===== config.mk =====
export PLATFORM = sky130hd
export DESIGN_NAME = spdr_mac
export DESIGN_NICKNAME = d
export VERILOG_FILES = /design/src/rtl/core/spdr_pkg.sv /design/src/rtl/core/spdr_mac.sv
export SDC_FILE = /design/constraint.sdc
export NUM_CORES = 2
export LEC_CHECK = 0
export BUFFER_PORTS_ARGS = -buffer_cell sky130_fd_sc_hd__buf_2
export CAP_MARGIN = 20
export CORE_ASPECT_RATIO = 0.6
export CORE_MARGIN = 1
export CORE_UTILIZATION = 37
export DETAILED_ROUTE_END_ITERATION = 6
export GPL_TIMING_DRIVEN = 0
export PLACE_DENSITY = 0.52
export SKIP_CTS_REPAIR_TIMING = 1
export SLEW_MARGIN = 40
export SYNTH_ARGS = -nofsm -noshare
export SYNTH_HDL_FRONTEND = slang
export SYNTH_SLANG_ARGS = --single-unit

===== constraint.sdc =====
create_clock -name clk -period 10.3 [get_ports clk]
set_clock_uncertainty 0.2 [all_clocks]
set_input_delay 1.03 -clock clk [delete_from_list [all_inputs] [get_ports clk]]
set_output_delay 1.03 -clock clk [all_outputs]
set_load 0.005 [all_outputs]

===== src/rtl/core/spdr_pkg.sv =====
`timescale 1ns / 1ps
// shared constants, types and helpers of the speech phaser, echo and reverb chain
package spdr_pkg;

	// sample format and fixed store geometry
	localparam int SW            = 24;
	localparam int PHASER_STAGES = 6;
	localparam int ECHO_AW       = 15;
	localparam int ECHO_DEPTH    = 2 ** ECHO_AW;
	localparam int COMB_AW       = 11;
	localparam int COMB_RAM_AW   = COMB_AW + 2;
	localparam int COMB_RAM_DEPTH = 2 ** COMB_RAM_AW;
	localparam int AP_AW         = 10;
	localparam int AP_RAM_AW     = AP_AW + 1;
	localparam int AP_RAM_DEPTH  = 2 ** AP_RAM_AW;
	localparam int AP_LEN_A      = 556;
	localparam int AP_LEN_B      = 441;
	localparam int K_W = $clog2(PHASER_STAGES > 4 ? PHASER_STAGES : 4);

	// gains Q0.16, amounts Q1.16
	localparam int AMT_W      = 17;
	localparam int AMT_ONE    = 65536;
	localparam int AMT_TWO    = 131072;
	localparam int AMT_THRESH = 65;
	localparam int G_FB_CAP   = 60293;
	localparam int G_DRY_ECHO = 26214;
	localparam int G_LP       = 39322;
	localparam int G_COMB     = 57672;
	localparam int G_AP       = 32768;
	localparam int DLEN_W     = 16;

	// configuration port
	localparam int CFG_IW = 3;
	localparam int CFG_DW = 17;

	typedef enum logic [CFG_IW-1:0] {
		REG_PHASER_AMT = 3'd0,
		REG_FEEDBACK_AMT = 3'd1,
		REG_REVERB_AMT = 3'd2,
		REG_DELAY_LEN = 3'd3,
		REG_COMB_LEN0 = 3'd4,
		REG_COMB_LEN1 = 3'd5,
		REG_COMB_LEN2 = 3'd6,
		REG_COMB_LEN3 = 3'd7
	} cfg_reg_t;

	// shared multiply-accumulate unit
	localparam int MA_W  = 25;
	localparam int MB_W  = 19;
	localparam int ACC_W = MA_W + MB_W;
	localparam int SUM_W = ACC_W + 2;

	typedef enum logic [1:0] {
		SH_15,
		SH_16,
		SH_17
	} shift_t;

	typedef struct packed {
		logic                    valid;
		logic                    clr;
		logic signed [MA_W-1:0]  a;
		logic signed [MB_W-1:0]  b;
	} mac_issue_t;

	typedef struct packed {
		logic signed [MA_W-1:0]  c;
		logic                    sub;
		shift_t                  sh;
	} mac_fin_t;

	// sequencer states
	typedef enum logic [3:0] {
		ST_CLEAR,
		ST_IDLE,
		ST_PH_Y,
		ST_PH_M,
		ST_PH_MIX,
		ST_E_DRY,
		ST_E_WR,
		ST_E_MIX,
		ST_R_LP,
		ST_R_COMB,
		ST_R_AP,
		ST_R_APW,
		ST_R_MIX,
		ST_DONE
	} state_t;

	// saturate a wide signed value to a sample
	function automatic logic signed [SW-1:0] sat24(input logic signed [SUM_W-1:0] v);
		logic signed [SUM_W-1:0] hi;
		logic signed [SUM_W-1:0] lo;
		hi = SUM_W'(2 ** (SW - 1) - 1);
		lo = -SUM_W'(2 ** (SW - 1));
		if (v > hi) begin
			sat24 = {1'b0, {(SW - 1){1'b1}}};
		end else if (v < lo) begin
			sat24 = {1'b1, {(SW - 1){1'b0}}};
		end else begin
			sat24 = v[SW-1:0];
		end
	endfunction

endpackage


===== src/rtl/core/spdr_mac.sv =====
`timescale 1ns / 1ps
// shared multiply-accumulate unit with rounding shift, offset and saturation
module spdr_mac (
	input  logic                           clk,
	input  logic                           arst_n,
	input  spdr_pkg::mac_issue_t           issue,
	input  spdr_pkg::mac_fin_t             fin,
	output logic signed [spdr_pkg::SW-1:0] result
);
	import spdr_pkg::*;

	logic                     valid_s1;
	logic                     clr_s1;
	logic signed [ACC_W-1:0]  prod_s1;
	logic signed [ACC_W-1:0]  acc_q;
	logic signed [ACC_W-1:0]  rnd;
	logic signed [SUM_W-1:0]  sum;

	// multiplier stage
	always_ff @(posedge clk or negedge arst_n) begin
		if (!arst_n) begin
			valid_s1 <= 1'b0;
		end else begin
			valid_s1 <= issue.valid;
		end
	end

	always_ff @(posedge clk) begin
		prod_s1 <= issue.a * issue.b;
		clr_s1  <= issue.clr;
		if (valid_s1) begin
			acc_q <= clr_s1 ? prod_s1 : acc_q + prod_s1;
		end
	end

	// round half up, then offset and saturate
	always_comb begin
		unique case (fin.sh)
			SH_15:   rnd = (acc_q + ACC_W'(1 << 14)) >>> 15;
			SH_16:   rnd = (acc_q + ACC_W'(1 << 15)) >>> 16;
			SH_17:   rnd = (acc_q + ACC_W'(1 << 16)) >>> 17;
			default: rnd = acc_q;
		endcase
		if (fin.sub) begin
			sum = SUM_W'(fin.c) - SUM_W'(rnd);
		end else begin
			sum = SUM_W'(fin.c) + SUM_W'(rnd);
		end
		result = sat24(sum);
	end

endmodule


; ---- Yosys cells after proc, flatten, opt, wreduce, memory -nomap -nowiden
; Index checks and enable logic that the tools add are counted.
[word_totals]
input_bits = 76
ff_bits = 90
output_inout_bits = 24
word_cells = 21
[classes]
n_lt_le_gt_ge = 2
mul = 1
addsub = 6
n_reduce_logical = 1
muxes = 5
n_eq_ne = 2
[ops]
columns = operator, n
row1 = 44-bit case mux with 3 select lines, 1
row2 = 24-bit two-way mux, 2
row3 = "46-bit by 24-bit > comparator with 1-bit output, second input constant", 1
row4 = "46-bit by 24-bit < comparator with 1-bit output, second input constant", 1
row5 = 46-bit two-way mux, 1
row6 = 25-bit by 44-bit adder with 45-bit output, 1
row7 = 25-bit by 44-bit subtractor with 45-bit output, 1
row8 = "44-bit by 16-bit adder with 44-bit output, second input constant", 1
row9 = "44-bit by 17-bit adder with 44-bit output, second input constant", 1
row10 = "44-bit by 18-bit adder with 44-bit output, second input constant", 1
row11 = 44-bit adder, 1
row12 = 25-bit by 19-bit multiplier with 44-bit output, 1
row13 = 44-bit two-way mux, 1
row14 = "2-bit by 1-bit equality test with 1-bit output, second input constant", 1
row15 = "2-bit equality test, second input constant", 1
row16 = 2-bit logical NOT, 1

; ---- Longest topological paths before layout
[depth]
depth_word = 7
depth_mapped = 30
mapped_depth_nobuf = 27

; ---- Worst setup path after synthesis
; No wires, ideal clock.
[synth_path]
path_type = input port to output port
startpoint = input fin[1] (netlist name)
endpoint = output result[13] (netlist name)
arrival_ps = 7471
path_slack_ps = 1599
path_stages = 28
required_time_ps = 9070
path_buffers = 5
cell_sequence = clkbuf_1 > clkbuf_1 > buf_1 > mux4_2 > inv_1 > ha_1 > nand2_1 > inv_1 > and4_1 > and3b_1 > nand2_1 > o31a_1 > xnor2_1 > ha_1 > buf_6 > nand4_1 > or4_1 > a21o_1 > a41oi_2 > or2_4 > nor3_2 > a311o_1 > or4_1 > or4_1 > or4b_4 > o31ai_4 > buf_6 > a31o_1
[synth_via]
elab_chain_cells = 7
elab_cells_between_ends = 11
cone_classes = add/sub (2) / order compare (2) / eq/ne (2) / mux (4) / reduce/logical (1)
[synth_lines]
columns = element, line
row1 = from (decl), spdr_mac.sv:7  ; input spdr_pkg::mac_fin_t fin,
row2 = "2-bit equality test, or another cell as far along", spdr_mac.sv:38  ; unique case (fin.sh)
row3 = 44-bit case mux with 3 select lines *, spdr_mac.sv:38
row4 = 25-bit by 44-bit adder with 45-bit output / 25-bit by 44-bit subtractor with 45-bit output (equally long branches), "spdr_mac.sv:47, spdr_mac.sv:45"
row5 = 46-bit two-way mux *, spdr_mac.sv:44  ; if (fin.sub) begin
row6 = 46-bit by 24-bit < comparator with 1-bit output, spdr_pkg.sv:98  ; end else if (v < lo) begin
row7 = 24-bit two-way mux, spdr_pkg.sv:98
row8 = 24-bit two-way mux *, spdr_pkg.sv:96  ; if (v > hi) begin
row9 = to (decl), spdr_mac.sv:8  ; output logic signed [spdr_pkg::SW-1:0] result
; Every way passes the cells marked *; elsewhere a longest branch is shown, timed or not.

; ---- Worst setup path after layout
; Ends and elaborated chain as after synthesis.

==> metrics.md <==
| Metric | Value |
|---|---|
| All-Layer GR Usage | 0.2493 |
| Critical Path RT | 9.07 ns |
| Critical path data arrival time | 8.78 ns |
| Max Cap Violations | 0 |
| M1 GR Usage | 0.4083 |
| Flop2flop setup slack | 5.42 ns |
| Count leader, synth | inv_1 |
| Worst path most repeated cell | or4_1 |
| Final non-filler cell total | 4460 |
| Share of cells above drive strength 1 | 0.06570 |
| CP top delay family | simple AND/OR/NAND/NOR gates |
| Largest net degree at the start of global routing | 36 |
| Area of the multi-input gates | 23520 sq um |
| Commonest cells in the netlist | inv_1, fa_1, nand2_1, ha_1, and2_1 |
| Worst-margin pin slew | 0.9501 ns |
| # rows | 78 |
| Clock root cell | clkbuf_16 |
| WL/cell | 21.47 um |
| Die Ht | 216.2 um |
| Routed vias | 24398 |
| Post-Synthesis Cells | 3350 |
| Async SR Flop Fraction | 0.01111 |
| Total wire length | 95.74 mm |
| DR DRC count | 0 |
| H-tree depth | 3 |
| Met3 GRT Util | 0.06581 |
| CTS tree | built |
| Initial Util | 0.3742 |
| Gpl congestion | 0.9876 |
| Gr busiest metal | met1 |
| Max-slew headroom | 0.3666 |
| Fillers | 7818 |
| Vias in the first global route | 23752 |
| Avg Synthesized Cell Area | 8.448 sq um |
| Area of the mapped netlist | 28300 sq um |
| GR Util met2 | 0.3261 |
| Post-synth EDFFs | 44 |
| WS Path Type | in -> out |
| Crit. End Element | primary output |
| Fin. Hold Viols | 0 |
| Drt via density | 5.470 |
| Top cells by area, synth | fa_1, ha_1, inv_1 |
| Post-DP HPWL | 79.95 mm |
| Critical path peak fanout | 10 |
| Die Span X | 359.0 um |
| Clk sink count | 90 |
| Clk_lat worst skew | 0.37 ns |
| Max incr delay on CP | 0.58 ns |
| Post-synth cell types | 99 |
| Reg area | 2251 sq um |
| Sequential fraction of the synthesis area | 0.07941 |
| Max-slew violation count | 0 |
| Antenna violations before repair | 7 |
| Yosys reg bits | 90 |
| Worst min path class | in -> async |
| Core Box Area | 75640 sq um |
| Placed cell count | 4423 |
| Fin crit period | 10.01 ns |
| DR pass1 iterations | 6 |
| Port Buffers | 72 |
| Startpoint type of the worst setup path | primary input |
| Final setup fails | 0 |
| Die ar. | 77630 sq um |
| Mapped Nets | 4115 |
| WP buf/inv | 6 |
| Grt total ovfl | 0 |
| FMAX | 99.87 MHz |
| CTS Buf Count | 9 |
| Share of the synthesized area in the top cell type | 0.3346 |
| Clock Tree Buf Depth | 2 |
| Clock transition at path regs | 0.08 ns |
| 1st-iter DRT viols | 2428 |
| CP max stage cell | clkbuf_1 |
| DRT antenna net count | 0 |
| Nets | 4215 |
| Run status | complete, no violations |
| I/O Pins | 100 |
| Syn-to-layout area delta | 7.994% |
| Ys flop type | dfxtp_1 |
| Global-route wire length before repair | 148.3 mm |
| Synth area leader | fa_1 |
| Ys Warns | 0 |
| Fin crit share | 0.9721 |
-- state kept, by name, indices dropped and copies added, names as in the netlist --
name / flops
clr_s1: 1
acc_q: 44
valid_s1: 1
prod_s1: 44
-- routing by layer --
metal | wire (um) | vias to the layer above | part of all wire
met3 | 11180 | 77 | 0.12
li1 | - | 11167 | -
met5 | 0 | - | 0
met2 | 35320 | 1047 | 0.37
met4 | 793 | 0 | 0.0083
met1 | 48440 | 12107 | 0.51
-- through the flow --
stage	util	hold slack, ns	setup WS, ns	instance area, sq um	setup TNS, ns
after floorplan	-	0.3100	1.599	28300	0
after global placement	0.3955	0.3315	-0.5171	29910	-10.86
after detailed placement	0.3961	0.3354	-0.5221	29960	-10.89
after CTS	0.4002	0.2128	-0.5377	30270	-11.21
after global routing	0.4039	0.2092	-0.01708	30550	-0.02654
final	0.4041	0.2193	0.2870	30560	0
-- placed cells by master (no fill, tap or decap), types with 8 or more instances in the layout --
cell type,n
a211oi_1,20
a21boi_0,11
a21o_1,87
a21oi_1,159
a31oi_1,27
and2_1,167
and3_1,24
and4_1,9
buf_2,84
buf_4,24
clkbuf_1,127
clkbuf_16,9
clkbuf_2,27
dfxtp_1,45
edfxtp_1,44
fa_1,472
ha_1,216
inv_1,487
mux2i_1,8
nand2_1,453
nand2b_1,52
nand3_1,47
nand4_1,32
nor2_1,123
nor2b_1,14
nor3_1,49
nor4_1,24
o211ai_1,14
o21a_1,17
o21ai_0,125
o21bai_1,18
o22ai_1,9
o31ai_1,17
or3_1,18
or4_1,20
xnor2_1,113
xor2_1,77
-- layout make-up --
type                            count  area share
Multi-Input combinational cell   2583      0.7695
Sequential cell                    90     0.07365
Inverter                          488     0.06006
Tap cell                         1000     0.04094
Buffer                            187     0.02804
Timing Repair Buffer               91     0.01728
Clock buffer                        9    0.007369
Clock inverter                      7    0.002702
Antenna cell                        5   0.0004094
-- worst paths after layout --
path | from | end | depth (start not counted)
setup / recovery | fin[1] | result[13] | 29
hold / removal | arst_n | valid_s1 | 1
setup reg to reg | acc_q[6] | acc_q[41] | 12
hold reg to reg | prod_s1[38] | acc_q[38] | 2
max in group asynchronous | arst_n | valid_s1 | 1
min in group clk | prod_s1[38] | acc_q[38] | 2
-- kinds of logic after synthesis --
kind of cell,count (synthesis),synth area share
simple gates,1094,0.1927
fa+ha+maj,689,0.4301
buf+inv,677,0.09408
compound gates,592,0.1357
xor+xnor,190,0.05880
flops,90,0.07941
mux,18,0.009196
Power is left out: the tool's default activity adds up to more than one toggle a clock period on the data nets, which glitch-free logic cannot reach.
